**src/rtl/core/assert_macros.svh**
```systemverilog
// assertion helpers shared by the rtl
`ifndef ASSERT_MACROS_SVH
`define ASSERT_MACROS_SVH

// condition holds in the same cycle
`define DIMU_IMPLIES(label, clk, rst_n, pre, post) \
	label: assert property (@(posedge clk) disable iff (!rst_n) (pre) |-> (post)) \
		else $error("dimu check failed");

// condition holds in the next cycle
`define DIMU_NEXT(label, clk, rst_n, pre, post) \
	label: assert property (@(posedge clk) disable iff (!rst_n) (pre) |=> (post)) \
		else $error("dimu check failed");

`endif

```
**src/rtl/core/dimu_pkg.sv**
```systemverilog
package dimu_pkg;

	localparam int SAMPLE_W  = 16;
	localparam int ELAPSED_W = 20;
	localparam int ANGLE_W   = 32;
	localparam int WEIGHT_W  = 17;
	localparam int NOW_W     = 25;
	localparam int MUL_A_W   = 34;
	localparam int MUL_B_W   = 21;
	localparam int PROD_W    = MUL_A_W + MUL_B_W;
	localparam int ACC_W     = PROD_W + 1;
	localparam int DIV_W     = 20;
	localparam int QUO_W     = 32;
	localparam int CNT_W     = 4;
	localparam int PC_W      = 5;
	localparam int IDX_W     = 3;

	localparam logic [WEIGHT_W-1:0] WEIGHT_ONE = 17'd65536;
	localparam logic [DIV_W-1:0]    US_PER_S   = 20'd1000000;
	localparam logic [DIV_W-1:0]    HALF_S     = 20'd500000;

	localparam logic signed [SAMPLE_W-1:0] RST_ACCEL_OFS_FIRST  = -16'sd480;
	localparam logic signed [SAMPLE_W-1:0] RST_ACCEL_OFS_SECOND = 16'sd8910;
	localparam logic signed [SAMPLE_W-1:0] RST_GYRO_OFS_FIRST   = -16'sd440;
	localparam logic signed [SAMPLE_W-1:0] RST_GYRO_OFS_SECOND  = 16'sd1172;
	localparam logic [WEIGHT_W-1:0]        RST_SMOOTH_WEIGHT    = 17'd26214;
	localparam logic [WEIGHT_W-1:0]        RST_FUSION_WEIGHT    = 17'd64225;

	typedef enum logic [IDX_W-1:0] {
		REG_ACCEL_OFS_FIRST  = 3'd0,
		REG_ACCEL_OFS_SECOND = 3'd1,
		REG_GYRO_OFS_FIRST   = 3'd2,
		REG_GYRO_OFS_SECOND  = 3'd3,
		REG_SMOOTH_WEIGHT    = 3'd4,
		REG_FUSION_WEIGHT    = 3'd5
	} reg_idx_t;

	typedef logic [PC_W-1:0] pc_t;

	localparam pc_t PC_WAIT     = 5'd0;
	localparam pc_t PC_SA_OLD   = 5'd1;
	localparam pc_t PC_SA_NEW   = 5'd2;
	localparam pc_t PC_SG_OLD   = 5'd3;
	localparam pc_t PC_SG_NEW   = 5'd4;
	localparam pc_t PC_SG_SUM   = 5'd5;
	localparam pc_t PC_SG_WB    = 5'd6;
	localparam pc_t PC_RATE     = 5'd7;
	localparam pc_t PC_RATE_ACC = 5'd8;
	localparam pc_t PC_DIV_PREP = 5'd9;
	localparam pc_t PC_DIV      = 5'd10;
	localparam pc_t PC_INTEG    = 5'd11;
	localparam pc_t PC_FA_GYRO  = 5'd12;
	localparam pc_t PC_FA_ACCEL = 5'd13;
	localparam pc_t PC_FA_SUM   = 5'd14;
	localparam pc_t PC_FA_WB    = 5'd15;
	localparam pc_t PC_OUT      = 5'd16;

	typedef enum logic [2:0] {
		A_SA, A_ACC_NOW, A_SG, A_GYR_NOW, A_T
	} mul_a_t;

	typedef enum logic [2:0] {
		B_ALPHA_C, B_ALPHA, B_ELAPSED, B_BETA, B_BETA_C
	} mul_b_t;

	typedef enum logic [1:0] {
		ACC_NONE, ACC_LOAD, ACC_LOAD_RND, ACC_ADD
	} acc_op_t;

	typedef enum logic [2:0] {
		WB_NONE, WB_SA, WB_SG, WB_FA, WB_DIV_PREP, WB_T
	} wb_t;

	typedef enum logic [1:0] {
		BR_NEXT, BR_ACCEPT, BR_LOOP, BR_OUT
	} br_t;

	typedef struct packed {
		mul_a_t  a_sel;
		mul_b_t  b_sel;
		logic    mul_en;
		acc_op_t acc_op;
		wb_t     wb;
		br_t     br;
		pc_t     target;
	} uop_t;

	function automatic uop_t ucode(input pc_t pc);
		uop_t u;
		u = '{A_SA, B_ALPHA_C, 1'b0, ACC_NONE, WB_NONE, BR_NEXT, PC_WAIT};
		unique case (pc)
			PC_WAIT:     u = '{A_SA, B_ALPHA_C, 1'b0, ACC_NONE, WB_NONE, BR_ACCEPT, PC_OUT};
			PC_SA_OLD:   u = '{A_SA, B_ALPHA_C, 1'b1, ACC_NONE, WB_NONE, BR_NEXT, PC_WAIT};
			PC_SA_NEW:   u = '{A_ACC_NOW, B_ALPHA, 1'b1, ACC_LOAD, WB_NONE, BR_NEXT, PC_WAIT};
			PC_SG_OLD:   u = '{A_SG, B_ALPHA_C, 1'b1, ACC_ADD, WB_NONE, BR_NEXT, PC_WAIT};
			PC_SG_NEW:   u = '{A_GYR_NOW, B_ALPHA, 1'b1, ACC_LOAD, WB_SA, BR_NEXT, PC_WAIT};
			PC_SG_SUM:   u = '{A_SG, B_ALPHA, 1'b0, ACC_ADD, WB_NONE, BR_NEXT, PC_WAIT};
			PC_SG_WB:    u = '{A_SG, B_ALPHA, 1'b0, ACC_NONE, WB_SG, BR_NEXT, PC_WAIT};
			PC_RATE:     u = '{A_SG, B_ELAPSED, 1'b1, ACC_NONE, WB_NONE, BR_NEXT, PC_WAIT};
			PC_RATE_ACC: u = '{A_SG, B_ELAPSED, 1'b0, ACC_LOAD_RND, WB_NONE, BR_NEXT, PC_WAIT};
			PC_DIV_PREP: u = '{A_SG, B_ELAPSED, 1'b0, ACC_NONE, WB_DIV_PREP, BR_NEXT, PC_WAIT};
			PC_DIV:      u = '{A_SG, B_ELAPSED, 1'b0, ACC_NONE, WB_NONE, BR_LOOP, PC_WAIT};
			PC_INTEG:    u = '{A_T, B_BETA, 1'b0, ACC_NONE, WB_T, BR_NEXT, PC_WAIT};
			PC_FA_GYRO:  u = '{A_T, B_BETA, 1'b1, ACC_NONE, WB_NONE, BR_NEXT, PC_WAIT};
			PC_FA_ACCEL: u = '{A_SA, B_BETA_C, 1'b1, ACC_LOAD, WB_NONE, BR_NEXT, PC_WAIT};
			PC_FA_SUM:   u = '{A_SA, B_BETA_C, 1'b0, ACC_ADD, WB_NONE, BR_NEXT, PC_WAIT};
			PC_FA_WB:    u = '{A_SA, B_BETA_C, 1'b0, ACC_NONE, WB_FA, BR_NEXT, PC_WAIT};
			PC_OUT:      u = '{A_SA, B_BETA_C, 1'b0, ACC_NONE, WB_NONE, BR_OUT, PC_WAIT};
			default:     u = '{A_SA, B_ALPHA_C, 1'b0, ACC_NONE, WB_NONE, BR_OUT, PC_WAIT};
		endcase
		return u;
	endfunction

endpackage

```
**src/rtl/core/dimu_if.sv**
```systemverilog
interface dimu_in_if;
	logic                                  valid;
	logic                                  ready;
	logic signed [dimu_pkg::SAMPLE_W-1:0]  accel_first;
	logic signed [dimu_pkg::SAMPLE_W-1:0]  accel_second;
	logic signed [dimu_pkg::SAMPLE_W-1:0]  gyro_first;
	logic signed [dimu_pkg::SAMPLE_W-1:0]  gyro_second;
	logic        [dimu_pkg::ELAPSED_W-1:0] elapsed_us;

	modport source (
		output valid, accel_first, accel_second, gyro_first, gyro_second, elapsed_us,
		input  ready
	);
	modport sink (
		input  valid, accel_first, accel_second, gyro_first, gyro_second, elapsed_us,
		output ready
	);
endinterface

interface dimu_out_if;
	logic                                valid;
	logic                                ready;
	logic signed [dimu_pkg::ANGLE_W-1:0] tilt_angle;
	logic signed [dimu_pkg::ANGLE_W-1:0] filtered_accel;
	logic signed [dimu_pkg::ANGLE_W-1:0] filtered_gyro;
	logic                                no_time;

	modport source (
		output valid, tilt_angle, filtered_accel, filtered_gyro, no_time,
		input  ready
	);
	modport sink (
		input  valid, tilt_angle, filtered_accel, filtered_gyro, no_time,
		output ready
	);
endinterface

```
**src/rtl/core/dual_imu_tilt_fusion.sv**
```systemverilog
// channel  | dir | payload                                                 | handshake
// sample   | in  | accel_first/second, gyro_first/second, elapsed_us       | valid/ready
// result   | out | tilt_angle, filtered_accel, filtered_gyro, no_time      | valid/ready
// cfg      | in  | cfg_index, cfg_wdata                                    | cfg_wr_en
//
// one item at a time, taken in PC_WAIT only, as set by the microcode program
// on the shared 34x21 multiplier and the 16-step radix-4 divide by 1e6 for gyro*dt
// an item with zero elapsed time skips the program and goes straight to PC_OUT
// a pending result is held in the output register, the next item is taken meanwhile
// reset restores the register defaults and clears the filter state, no clearing pass
`include "assert_macros.svh"

module dual_imu_tilt_fusion (
	input  logic                              clk,
	input  logic                              arst_n,
	input  logic                              cfg_wr_en,
	input  logic [dimu_pkg::IDX_W-1:0]        cfg_index,
	input  logic [dimu_pkg::WEIGHT_W-1:0]     cfg_wdata,
	dimu_in_if.sink                           sample,
	dimu_out_if.source                        result
);

	localparam int SW = dimu_pkg::SAMPLE_W;
	localparam int AW = dimu_pkg::ANGLE_W;
	localparam int WW = dimu_pkg::WEIGHT_W;
	localparam int NW = dimu_pkg::NOW_W;
	localparam int MA = dimu_pkg::MUL_A_W;
	localparam int MB = dimu_pkg::MUL_B_W;
	localparam int PW = dimu_pkg::PROD_W;
	localparam int CW = dimu_pkg::ACC_W;
	localparam int DW = dimu_pkg::DIV_W;
	localparam int QW = dimu_pkg::QUO_W;

	// configuration
	logic signed [SW-1:0] accel_ofs_first_q, accel_ofs_second_q;
	logic signed [SW-1:0] gyro_ofs_first_q, gyro_ofs_second_q;
	logic [WW-1:0]        smooth_weight_q, fusion_weight_q;

	// filter state
	logic signed [AW-1:0] smooth_accel_q, smooth_gyro_q, fused_angle_q;

	// sequencer
	dimu_pkg::pc_t                 pc_q, pc_d;
	dimu_pkg::uop_t                uop;
	logic [dimu_pkg::CNT_W-1:0]    cnt_q;

	// datapath
	logic signed [NW-1:0]          acc_now_q, gyr_now_q;
	logic [dimu_pkg::ELAPSED_W-1:0] elapsed_q;
	logic                          no_time_q;
	logic signed [PW-1:0]          prod_q;
	logic signed [CW-1:0]          acc_q;
	logic [DW-1:0]                 rem_q;
	logic [QW-1:0]                 quo_q;
	logic                          neg_q;
	logic signed [MA-1:0]          t_q;

	// result register
	logic                          out_valid_q;
	logic signed [AW-1:0]          out_tilt_q, out_accel_q, out_gyro_q;
	logic                          out_no_time_q;

	logic                 accept, out_ok;
	logic [WW-1:0]        alpha, alpha_c, beta, beta_c;
	logic signed [MA-1:0] mul_a;
	logic signed [MB-1:0] mul_b;
	logic signed [PW-1:0] prod_d;
	logic signed [CW-1:0] prod_ext;
	logic signed [AW-1:0] acc_round;
	logic signed [CW-1:0] div_n;
	logic [DW:0]          dr1, dr2;
	logic [DW-1:0]        dr1s, dr2s;
	logic                 dq1, dq2;

	function automatic logic signed [NW-1:0] pair_deg(
		input logic signed [SW-1:0] r1,
		input logic signed [SW-1:0] o1,
		input logic signed [SW-1:0] r2,
		input logic signed [SW-1:0] o2
	);
		logic signed [SW-1:0] v1, v2;
		logic signed [SW:0]   s;
		logic signed [NW-1:0] se;
		v1 = r1 + o1;
		v2 = r2 + o2;
		s  = $signed({v1[SW-1], v1}) + $signed({v2[SW-1], v2});
		se = $signed({{(NW-SW-1){s[SW]}}, s});
		return -(se * 25'sd180);
	endfunction

	// round to nearest, ties up, back to q15.16 and saturate
	function automatic logic signed [AW-1:0] round_sat(input logic signed [CW-1:0] v);
		logic signed [CW-1:0] r;
		logic [CW-17:0]       q;
		r = v + $signed({{(CW-16){1'b0}}, 16'h8000});
		q = r[CW-1:16];
		if (!q[CW-17] && (|q[CW-18:AW-1]))
			return {1'b0, {(AW-1){1'b1}}};
		else if (q[CW-17] && !(&q[CW-18:AW-1]))
			return {1'b1, {(AW-1){1'b0}}};
		else
			return q[AW-1:0];
	endfunction

	assign accept       = sample.valid && sample.ready;
	assign sample.ready = (pc_q == dimu_pkg::PC_WAIT);
	assign out_ok       = !out_valid_q || result.ready;

	assign alpha   = smooth_weight_q[WW-1] ? dimu_pkg::WEIGHT_ONE : smooth_weight_q;
	assign alpha_c = dimu_pkg::WEIGHT_ONE - alpha;
	assign beta    = fusion_weight_q[WW-1] ? dimu_pkg::WEIGHT_ONE : fusion_weight_q;
	assign beta_c  = dimu_pkg::WEIGHT_ONE - beta;

	assign uop = dimu_pkg::ucode(pc_q);

	always_comb begin
		case (uop.a_sel)
			dimu_pkg::A_SA:      mul_a = $signed({{(MA-AW){smooth_accel_q[AW-1]}}, smooth_accel_q});
			dimu_pkg::A_ACC_NOW: mul_a = $signed({{(MA-NW){acc_now_q[NW-1]}}, acc_now_q});
			dimu_pkg::A_SG:      mul_a = $signed({{(MA-AW){smooth_gyro_q[AW-1]}}, smooth_gyro_q});
			dimu_pkg::A_GYR_NOW: mul_a = $signed({{(MA-NW){gyr_now_q[NW-1]}}, gyr_now_q});
			default:             mul_a = t_q;
		endcase
		case (uop.b_sel)
			dimu_pkg::B_ALPHA_C: mul_b = $signed({{(MB-WW){1'b0}}, alpha_c});
			dimu_pkg::B_ALPHA:   mul_b = $signed({{(MB-WW){1'b0}}, alpha});
			dimu_pkg::B_ELAPSED: mul_b = $signed({{(MB-dimu_pkg::ELAPSED_W){1'b0}}, elapsed_q});
			dimu_pkg::B_BETA:    mul_b = $signed({{(MB-WW){1'b0}}, beta});
			default:             mul_b = $signed({{(MB-WW){1'b0}}, beta_c});
		endcase
	end

	assign prod_d    = mul_a * mul_b;
	assign prod_ext  = $signed({prod_q[PW-1], prod_q});
	assign acc_round = round_sat(acc_q);

	// floor division of a negative value: -((~v + d) / d)
	assign div_n = acc_q[CW-1]
		? (~acc_q) + $signed({{(CW-DW){1'b0}}, dimu_pkg::US_PER_S})
		: acc_q;

	// two quotient bits per cycle
	always_comb begin
		dr1  = {rem_q, quo_q[QW-1]};
		dq1  = (dr1 >= {1'b0, dimu_pkg::US_PER_S});
		dr1s = dq1 ? DW'(dr1 - {1'b0, dimu_pkg::US_PER_S}) : dr1[DW-1:0];
		dr2  = {dr1s, quo_q[QW-2]};
		dq2  = (dr2 >= {1'b0, dimu_pkg::US_PER_S});
		dr2s = dq2 ? DW'(dr2 - {1'b0, dimu_pkg::US_PER_S}) : dr2[DW-1:0];
	end

	always_comb begin
		pc_d = pc_q;
		unique case (uop.br)
			dimu_pkg::BR_NEXT: pc_d = pc_q + 5'd1;
			dimu_pkg::BR_ACCEPT: begin
				if (accept)
					pc_d = (sample.elapsed_us == '0) ? uop.target : pc_q + 5'd1;
			end
			dimu_pkg::BR_LOOP: begin
				if (cnt_q == '1)
					pc_d = pc_q + 5'd1;
			end
			dimu_pkg::BR_OUT: begin
				if (out_ok)
					pc_d = uop.target;
			end
			default: pc_d = dimu_pkg::PC_WAIT;
		endcase
	end

	always_ff @(posedge clk or negedge arst_n) begin
		if (!arst_n) begin
			pc_q  <= dimu_pkg::PC_WAIT;
			cnt_q <= '0;
		end else begin
			pc_q <= pc_d;
			if (uop.br == dimu_pkg::BR_LOOP)
				cnt_q <= cnt_q + 1'b1;
		end
	end

	always_ff @(posedge clk or negedge arst_n) begin
		if (!arst_n) begin
			accel_ofs_first_q  <= dimu_pkg::RST_ACCEL_OFS_FIRST;
			accel_ofs_second_q <= dimu_pkg::RST_ACCEL_OFS_SECOND;
			gyro_ofs_first_q   <= dimu_pkg::RST_GYRO_OFS_FIRST;
			gyro_ofs_second_q  <= dimu_pkg::RST_GYRO_OFS_SECOND;
			smooth_weight_q    <= dimu_pkg::RST_SMOOTH_WEIGHT;
			fusion_weight_q    <= dimu_pkg::RST_FUSION_WEIGHT;
		end else if (cfg_wr_en) begin
			unique case (cfg_index)
				dimu_pkg::REG_ACCEL_OFS_FIRST:  accel_ofs_first_q  <= cfg_wdata[SW-1:0];
				dimu_pkg::REG_ACCEL_OFS_SECOND: accel_ofs_second_q <= cfg_wdata[SW-1:0];
				dimu_pkg::REG_GYRO_OFS_FIRST:   gyro_ofs_first_q   <= cfg_wdata[SW-1:0];
				dimu_pkg::REG_GYRO_OFS_SECOND:  gyro_ofs_second_q  <= cfg_wdata[SW-1:0];
				dimu_pkg::REG_SMOOTH_WEIGHT:    smooth_weight_q    <= cfg_wdata;
				dimu_pkg::REG_FUSION_WEIGHT:    fusion_weight_q    <= cfg_wdata;
				default: ;
			endcase
		end
	end

	always_ff @(posedge clk or negedge arst_n) begin
		if (!arst_n) begin
			smooth_accel_q <= '0;
			smooth_gyro_q  <= '0;
			fused_angle_q  <= '0;
		end else begin
			case (uop.wb)
				dimu_pkg::WB_SA: smooth_accel_q <= acc_round;
				dimu_pkg::WB_SG: smooth_gyro_q  <= acc_round;
				dimu_pkg::WB_FA: fused_angle_q  <= acc_round;
				default: ;
			endcase
		end
	end

	always_ff @(posedge clk) begin
		if (accept) begin
			acc_now_q <= pair_deg(sample.accel_first, accel_ofs_first_q,
				sample.accel_second, accel_ofs_second_q);
			gyr_now_q <= pair_deg(sample.gyro_first, gyro_ofs_first_q,
				sample.gyro_second, gyro_ofs_second_q);
			elapsed_q <= sample.elapsed_us;
			no_time_q <= (sample.elapsed_us == '0);
		end
		if (uop.mul_en)
			prod_q <= prod_d;
		case (uop.acc_op)
			dimu_pkg::ACC_LOAD:     acc_q <= prod_ext;
			dimu_pkg::ACC_LOAD_RND: acc_q <= prod_ext
				+ $signed({{(CW-DW){1'b0}}, dimu_pkg::HALF_S});
			dimu_pkg::ACC_ADD:      acc_q <= acc_q + prod_ext;
			default: ;
		endcase
		case (uop.wb)
			dimu_pkg::WB_DIV_PREP: begin
				neg_q <= acc_q[CW-1];
				rem_q <= div_n[DW+QW-1:QW];
				quo_q <= div_n[QW-1:0];
			end
			dimu_pkg::WB_T: begin
				if (neg_q)
					t_q <= $signed({{(MA-AW){fused_angle_q[AW-1]}}, fused_angle_q})
						- $signed({{(MA-QW){1'b0}}, quo_q});
				else
					t_q <= $signed({{(MA-AW){fused_angle_q[AW-1]}}, fused_angle_q})
						+ $signed({{(MA-QW){1'b0}}, quo_q});
			end
			default: ;
		endcase
		if (uop.br == dimu_pkg::BR_LOOP) begin
			rem_q <= dr2s;
			quo_q <= {quo_q[QW-3:0], dq1, dq2};
		end
	end

	always_ff @(posedge clk or negedge arst_n) begin
		if (!arst_n) begin
			out_valid_q <= 1'b0;
		end else if (uop.br == dimu_pkg::BR_OUT && out_ok) begin
			out_valid_q <= 1'b1;
		end else if (result.ready) begin
			out_valid_q <= 1'b0;
		end
	end

	always_ff @(posedge clk) begin
		if (uop.br == dimu_pkg::BR_OUT && out_ok) begin
			out_tilt_q    <= no_time_q ? '0 : fused_angle_q;
			out_accel_q   <= no_time_q ? '0 : smooth_accel_q;
			out_gyro_q    <= no_time_q ? '0 : smooth_gyro_q;
			out_no_time_q <= no_time_q;
		end
	end

	assign result.valid          = out_valid_q;
	assign result.tilt_angle     = out_tilt_q;
	assign result.filtered_accel = out_accel_q;
	assign result.filtered_gyro  = out_gyro_q;
	assign result.no_time        = out_no_time_q;

	`DIMU_NEXT(a_zero_time_skips, clk, arst_n, accept && sample.elapsed_us == '0,
		pc_q == dimu_pkg::PC_OUT)
	`DIMU_IMPLIES(a_cnt_idle, clk, arst_n, pc_q != dimu_pkg::PC_DIV, cnt_q == '0)
	`DIMU_IMPLIES(a_no_time_zero, clk, arst_n, result.valid && result.no_time,
		result.tilt_angle == '0 && result.filtered_accel == '0 && result.filtered_gyro == '0)
	`DIMU_NEXT(a_out_holds, clk, arst_n,
		pc_q == dimu_pkg::PC_OUT && out_valid_q && !result.ready, pc_q == dimu_pkg::PC_OUT)

endmodule
```
**src/flat_wrapper.sv**
```systemverilog
// flat-port wrapper written by rule: the top's interface ports become plain ports
module dual_imu_tilt_fusion_flat 
  (clk, arst_n, cfg_wr_en, cfg_index, cfg_wdata, sample_valid, sample_accel_first, sample_accel_second, sample_gyro_first, sample_gyro_second, sample_elapsed_us, sample_ready, result_valid, result_tilt_angle, result_filtered_accel, result_filtered_gyro, result_no_time, result_ready);
  dimu_in_if sample_i ();
  dimu_out_if result_i ();
  input  logic clk;
  input  logic arst_n;
  input  logic cfg_wr_en;
  input  logic [dimu_pkg::IDX_W-1:0] cfg_index;
  input  logic [dimu_pkg::WEIGHT_W-1:0] cfg_wdata;
  input wire logic [$bits(sample_i.valid)-1:0] sample_valid;
  input wire logic [$bits(sample_i.accel_first)-1:0] sample_accel_first;
  input wire logic [$bits(sample_i.accel_second)-1:0] sample_accel_second;
  input wire logic [$bits(sample_i.gyro_first)-1:0] sample_gyro_first;
  input wire logic [$bits(sample_i.gyro_second)-1:0] sample_gyro_second;
  input wire logic [$bits(sample_i.elapsed_us)-1:0] sample_elapsed_us;
  output wire logic [$bits(sample_i.ready)-1:0] sample_ready;
  output wire logic [$bits(result_i.valid)-1:0] result_valid;
  output wire logic [$bits(result_i.tilt_angle)-1:0] result_tilt_angle;
  output wire logic [$bits(result_i.filtered_accel)-1:0] result_filtered_accel;
  output wire logic [$bits(result_i.filtered_gyro)-1:0] result_filtered_gyro;
  output wire logic [$bits(result_i.no_time)-1:0] result_no_time;
  input wire logic [$bits(result_i.ready)-1:0] result_ready;
  assign sample_i.valid = sample_valid;
  assign sample_i.accel_first = sample_accel_first;
  assign sample_i.accel_second = sample_accel_second;
  assign sample_i.gyro_first = sample_gyro_first;
  assign sample_i.gyro_second = sample_gyro_second;
  assign sample_i.elapsed_us = sample_elapsed_us;
  assign sample_ready = sample_i.ready;
  assign result_valid = result_i.valid;
  assign result_tilt_angle = result_i.tilt_angle;
  assign result_filtered_accel = result_i.filtered_accel;
  assign result_filtered_gyro = result_i.filtered_gyro;
  assign result_no_time = result_i.no_time;
  assign result_i.ready = result_ready;
  dual_imu_tilt_fusion u_core (.clk(clk), .arst_n(arst_n), .cfg_wr_en(cfg_wr_en), .cfg_index(cfg_index), .cfg_wdata(cfg_wdata), .sample(sample_i), .result(result_i));
endmodule
```
**config.mk**
```make
export PLATFORM = sky130hd
export DESIGN_NAME = dual_imu_tilt_fusion_flat
export DESIGN_NICKNAME = d
export VERILOG_FILES = /design/src/rtl/core/dimu_pkg.sv /design/src/rtl/core/dimu_if.sv /design/src/rtl/core/dual_imu_tilt_fusion.sv /design/src/flat_wrapper.sv
export VERILOG_INCLUDE_DIRS = /design/src /design/src/rtl/core
export SDC_FILE = /design/constraint.sdc
export NUM_CORES = 2
export LEC_CHECK = 0
export ABC_CLOCK_PERIOD_IN_PS = 16230
export BUFFER_PORTS_ARGS = -buffer_cell sky130_fd_sc_hd__buf_2
export CORE_MARGIN = 1.5
export CORE_UTILIZATION = 40
export DETAILED_ROUTE_END_ITERATION = 12
export GPL_TIMING_DRIVEN = 0
export PLACE_DENSITY_LB_ADDON = 0.25
export SLEW_MARGIN = 0
export SYNTH_ARGS = -nofsm -noshare
export SYNTH_HDL_FRONTEND = slang
export SYNTH_SLANG_ARGS = --single-unit
```
**constraint.sdc**
```tcl
create_clock -name clk -period 16.23 [get_ports clk]
set_clock_uncertainty 0.15 [all_clocks]
set_input_delay 2.4345 -clock clk [delete_from_list [all_inputs] [get_ports clk]]
set_output_delay 2.4345 -clock clk [all_outputs]
set_load 0.03 [all_outputs]
```
# ---- Word level (Yosys, flattened, before mapping)
# Memory sizes are Yosys's and may differ from the RTL's.
# Cells that the tools add are included.
dict set report op_classes {
  order_cmp 2
  n_eq_ne 26
  add_sub_neg 20
  n_mul 3
  n_bitwise 1
  n_mux 22
  reduce_logical 26
}
# cell count
set op_table {}
lappend op_table {{one-hot mux 56 bit (3 select lines)} 1}
lappend op_table {{one-hot mux 34 bit (4 select lines)} 1}
lappend op_table {{2-to-1 mux 32 bit} 4}
lappend op_table {{2-to-1 mux 20 bit} 4}
lappend op_table {{one-hot mux 20 bit (4 select lines)} 1}
lappend op_table {{adder 16 bit} 4}
lappend op_table {{adder 55 x 20 -> 56 bit, second input constant} 1}
lappend op_table {{adder 56 x 17 -> 56 bit, second input constant} 1}
lappend op_table {{adder 56 x 55 -> 56 bit} 1}
lappend op_table {{multiplier 34 x 21 -> 55 bit} 1}
lappend op_table {{adder 52 x 21 -> 52 bit, second input constant} 1}
lappend op_table {{2-to-1 mux 52 bit} 1}
lappend op_table {{inverter 52 bit} 1}
lappend op_table {{negation 25 bit} 2}
lappend op_table {{multiplier 17 x 7 -> 23 bit, second input constant} 2}
lappend op_table {{greater-or-equal comparator 21 x 20 -> 1 bit, second input constant} 2}
lappend op_table {{subtractor 20 bit, second input constant} 2}
lappend op_table {{adder 16 x 16 -> 17 bit} 2}
lappend op_table {{adder 32 x 33 -> 34 bit} 1}
lappend op_table {{2-to-1 mux 17 bit} 2}
lappend op_table {{2-to-1 mux 34 bit} 1}
lappend op_table {{subtractor 17 bit, first input constant} 2}
lappend op_table {{subtractor 32 x 33 -> 34 bit} 1}
lappend op_table {{== test 3 x 2 -> 1 bit, second input constant} 8}
lappend op_table {{24 further kinds} 53}
dict set report totals {
  reg_bits 570
  memories 1
  inputBits 109
  elab_cells 127
  out_inout_bits 99
  romBits 480
}
# name words word_bits read_ports rd_clocked_by_memory_dff wr line_no
set mem_list {}
lappend mem_list {{(no name shown)} 32 15 1 0 0 dimu_pkg.sv:91} ;# unique case (pc)

# ---- Longest topological paths before layout
dict set report depth {
  depth_word 6
  depth_mapped 45
  mapped_depth_nobuf 41
}

# ---- Least setup slack after synthesis
# Ideal clock, no wire load.
dict set report synth_timing {
  kind {reg2reg}
  startpoint {reg u_core.pc_q[0]}
  endpoint {reg u_core.prod_q[54], data pin}
  n_path_buf 4
  setup_slack_ps 5758
  arrival_time_ps 10063
  period_less_slack_ps 10472
  setup_time_ps 260
  stages_incl_launch_ff 43
  required_ps 15820
  cell_sequence {dfrtp_1 -> inv_1 -> ha_1 -> nand2_1 -> a21o_1 -> buf_2 -> o31ai_4 -> nor3b_2 -> clkbuf_1 -> clkbuf_1 -> a22oi_1 -> ha_1 -> nand4_1 -> a221oi_1 -> nand3_1 -> nor3_1 -> xnor2_1 -> a221oi_2 -> [... 7 more ...] -> fa_1 -> fa_1 -> inv_1 -> fa_1 -> inv_1 -> ha_1 -> nand2_1 -> o211a_1 -> nor3_1 -> o21ba_2 -> o211ai_1 -> a211oi_1 -> o2111ai_1 -> a21o_1 -> a21oi_1 -> a41o_1 -> a21oi_1 -> xnor2_1}
}
dict set report synth_via {
  elab_chain_cells 4
  word_cells_on_any_way 12
  cone_classes {1 x mul; 6 x eq/ne; 2 x mux; 2 x reduce/logical; 1 x memory}
}
# item line_no
set synth_lines {}
lappend synth_lines {{start: declaration} dual_imu_tilt_fusion.sv:43} ;# dimu_pkg::pc_t pc_q, pc_d;
lappend synth_lines {{start signal: assignment} dual_imu_tilt_fusion.sv:174} ;# pc_q <= dimu_pkg::PC_WAIT;
lappend synth_lines {{start signal: assignment} dual_imu_tilt_fusion.sv:177} ;# pc_q <= pc_d;
lappend synth_lines {{memory read (32 x 15 bit) *} --}
lappend synth_lines {{== test 3 x 2 -> 1 bit, or another cell as far along} dual_imu_tilt_fusion.sv:117} ;# case (uop.a_sel)
lappend synth_lines {{one-hot mux 34 bit (4 select lines) / one-hot mux 20 bit (4 select lines) (equally long branches)} {dual_imu_tilt_fusion.sv:117, dual_imu_tilt_fusion.sv:124}}
lappend synth_lines {{multiplier 34 x 21 -> 55 bit *} dual_imu_tilt_fusion.sv:133} ;# assign prod_d = mul_a * mul_b;
lappend synth_lines {{net u_core.prod_d[54]} dual_imu_tilt_fusion.sv:67} ;# logic signed [PW-1:0] prod_d;
lappend synth_lines {{end signal: assignment} dual_imu_tilt_fusion.sv:229} ;# prod_q <= prod_d;
lappend synth_lines {{end: declaration} dual_imu_tilt_fusion.sv:51} ;# logic signed [PW-1:0] prod_q;
# Mark *: on every way through the listed nets, which the timed path passes. The rest lies on a longest branch.
# A chain may end at the register's enable or synchronous reset.

# ---- Final worst setup path
# Ends and elaborated chain as after synthesis.

==> flow_summary.yaml <==
worst_setup_path:
  cp_data_required_time_ns: 16.50
  worstPathMaxFanout: 10
  cp_top_family: "compound AO/OA/AOI/OAI gates"
  critPathMaxStageDelay_ns: 1.23
  start_kind: "flip-flop"
  cp.depth: 44
  r2r-start: "u_core.pc_q[0]$_DFFE_PN0P_"
  cp-end-kind: "flip-flop"
  path_class: "reg2reg"
  crit_end: "u_core.prod_q[54]$_DFFE_PP_"
  cp.arrival_ns: 14.65
  slowest_stage: "a221oi_2"
  r2r_cells: 44
  cp_num_buf_inv: 11
  rrSetupSlack_ns: 1.84
  cp_common_cell: "inv_1"
  rr_endpoint: "u_core.prod_q[54]$_DFFE_PP_"
  worstSetupStartpoint: "u_core.pc_q[0]$_DFFE_PN0P_"
clock_network:
  postCtsSetupBuffers: 0
  cts_inserted_buffers: 70
  insertion_delay_ns: 0.70
  htree_levels: 3
  cts_tree: "done"
  path_clk_slew_ns: 0.06
  hold_buffers: 0
  root_buffer: "clkbuf_16"
  clkSinkCount: 566
  cts_buffer_depth: 3
  cts.repair.resized: 0
drt:
  drt_iter0_markers: 4917
  wl_per_cell_um: 23.5
  routed_wl_um: 219000
  num_vias: 51200
  ant_nets: 0
  viasPerCell: 5.52
  route.detailed.drc: 0
  first_pass_iters: 6
logic_synthesis:
  synth_nets: 8158
  async_reset_ff_frac: 0.360
  ys_seq_area_frac: 0.250
  ys_seq_elements: 566
  synthTopCellsByArea: "fa_1, edfxtp_1, ha_1"
  synth-edff-count: 362
  yosysWarnings: 0
  yosysUniqueCellTypes: 98
  ys_top_cells_by_count: "inv_1, fa_1, nand2_1"
  synthFlopType: "edfxtp_1"
  syn_inst: 6861
  postSynthAreaPerCell_sq_um: 9.34
  netlist_area_sq_um: 64100
  yosysMostFrequentCell: "inv_1"
  synth_top_cell_area_share: 0.231
  yosys.area.top_type: "fa_1"
global_route:
  antenna_found_initial: 22
  gr-usage-all-layers: 0.269
  first_global_vias: 51100
  grt_first_pass_wirelength_um: 326000
  grt_max_degree: 107
  overflow: 0
sta:
  max_freq_mhz: 69.5
  period_minus_slack_ns: 14.39
  maxSlewViolCount: 8
  fin_crit_sh: 0.886
  rsz0062_at_grt: "no"
  hold_viol: 0
  slew_headroom: -0.0424
  setup_violations: 0
  worst_pin_slew_ns: 1.56
  setup_tns_ns: 0
hold_path:
  min_from: "u_core.cnt_q[3]$_DFFE_PN0P_"
  hold_class: "reg2reg"
place:
  dp_hpwl_um: 182000
  place.gp.congestion: 1.02
  numPortBuffers: 205
floorplanning:
  die_area_sq_um: 163000
  ios: 208
  die_w_um: 403
  die_y_um: 403
  start_util: 0.404
  core-area_sq_um: 159000
  rows: 146
run:
  drv_cap: 2
finish:
  area_growth_pct: 9.85
  layout-drive-gt1-share: 0.0897
  final_nets: 8453
outcome:
  violations: "capacitance limit, slew limit"
  status: "finished with violations"
==> worst min-delay path by stage <==
stage                                             end  cells past startpoint
after global routing      u_core.cnt_q[3]$_DFFE_PN0P_                      1
after floorplan                u_core.neg_q$_DFFE_PP_                      0
after detailed placement  u_core.cnt_q[3]$_DFFE_PN0P_                      1
after global placement    u_core.cnt_q[3]$_DFFE_PN0P_                      1
final                     u_core.cnt_q[3]$_DFFE_PN0P_                      1
after CTS                 u_core.cnt_q[3]$_DFFE_PN0P_                      1
==> layout by cell type, fill, tap and decap left out, types with 13 or more instances in the layout <==
cell,count
and3_1,55
o41ai_1,15
o21bai_1,69
inv_1,1058
nor3_1,81
a211oi_1,21
ha_1,449
mux2i_1,15
xnor2_1,305
nand2_1,668
dfrtp_1,158
mux2_2,182
xor2_1,168
o22ai_1,19
buf_2,220
o21a_1,43
clkbuf_1,253
a21o_1,128
dfstp_2,46
a311oi_1,24
fa_1,739
a31oi_1,34
nor4_1,22
nor2_1,646
edfxtp_1,362
or2_2,20
o21ai_1,13
and2_1,27
nand4_1,39
o31ai_1,18
clkbuf_16,71
o211ai_1,19
a22oi_1,17
a21oi_1,367
nand3_1,87
clkinv_2,15
or3_1,24
nand2b_1,64
nor2b_1,151
o21ai_0,243
==> worst reg2reg max path, delay by kind of cell (launching register included) <==
kind,cells,cell delay (ns)
DFF,1,0.46
buffers and inverters,11,1.98
xor gates and xnor gates,2,0.46
and+or+nand+nor,7,1.47
adders and majority gates,10,4.46
AOI/OAI and AO/OA,14,5.12
==> sequential cells by signal, indices dropped and copies added, names as in the netlist, 17 cells and up <==
signal                        count
u_core.acc_now_q                 23
u_core.acc_q                     56
u_core.elapsed_q                 20
u_core.fused_angle_q             32
u_core.fusion_weight_q           17
u_core.gyr_now_q                 23
u_core.prod_q                    55
u_core.quo_q                     32
u_core.rem_q                     20
u_core.result.filtered_accel     32
u_core.result.filtered_gyro      32
u_core.result.tilt_angle         32
u_core.smooth_accel_q            32
u_core.smooth_gyro_q             32
u_core.smooth_weight_q           17
u_core.t_q                       34
==> logic make-up (layout without fill, tap and decap cells) <==
logic type / Yosys count / count (layout) / share of synthesized area
AOI/OAI and AO/OA: 1157 / 1157 / 0.115
xor gates and xnor gates: 474 / 474 / 0.0650
adders and majority gates: 1188 / 1188 / 0.319
buffers and inverters: 1323 / 1676 / 0.0780
DFF: 566 / 566 / 0.250
muxes: 199 / 199 / 0.0347
other: 0 / 4 / 0
and+or+nand+nor: 1954 / 1954 / 0.139
==> metal layers <==
| layer | vias to the layer above | share of wire | GRT usage |
|---|---|---|---|
| met5 | - | 0.0011 | 0 |
| met4 | 10 | 0.049 | 0.114 |
| met3 | 403 | 0.090 | 0.0614 |
| met2 | 2156 | 0.45 | 0.422 |
| met1 | 25500 | 0.41 | 0.359 |
| li1 | 23100 | - | - |
==> stage by stage <==
stage	hold slack, ns	util	setup slack, ns	area (sq um)	cells
floorplan	0.274	-	5.76	64100	6861
global placement	0.312	0.426	2.07	67700	9138
detailed placement	0.316	0.428	2.09	68000	9156
CTS	0.330	0.443	2.03	70400	9286
global route	0.364	0.443	1.27	70400	9286
finish	0.325	0.443	1.84	70400	9290
==> cell type report <==
cell class	count	area (sq um)
flip-flops and latches	566	16000
plain buffers	264	1020
fillers	15400	88400
clock buffers	91	1890
clock inverters	39	505
repair buffers	223	1240
well taps	2072	2590
inverters	1059	3980
multi-input cells	4972	43100
diodes	4	10.0
Power is left out: the tool's default activity adds up to more than one toggle a clock period on the data nets, which glitch-free logic cannot reach.
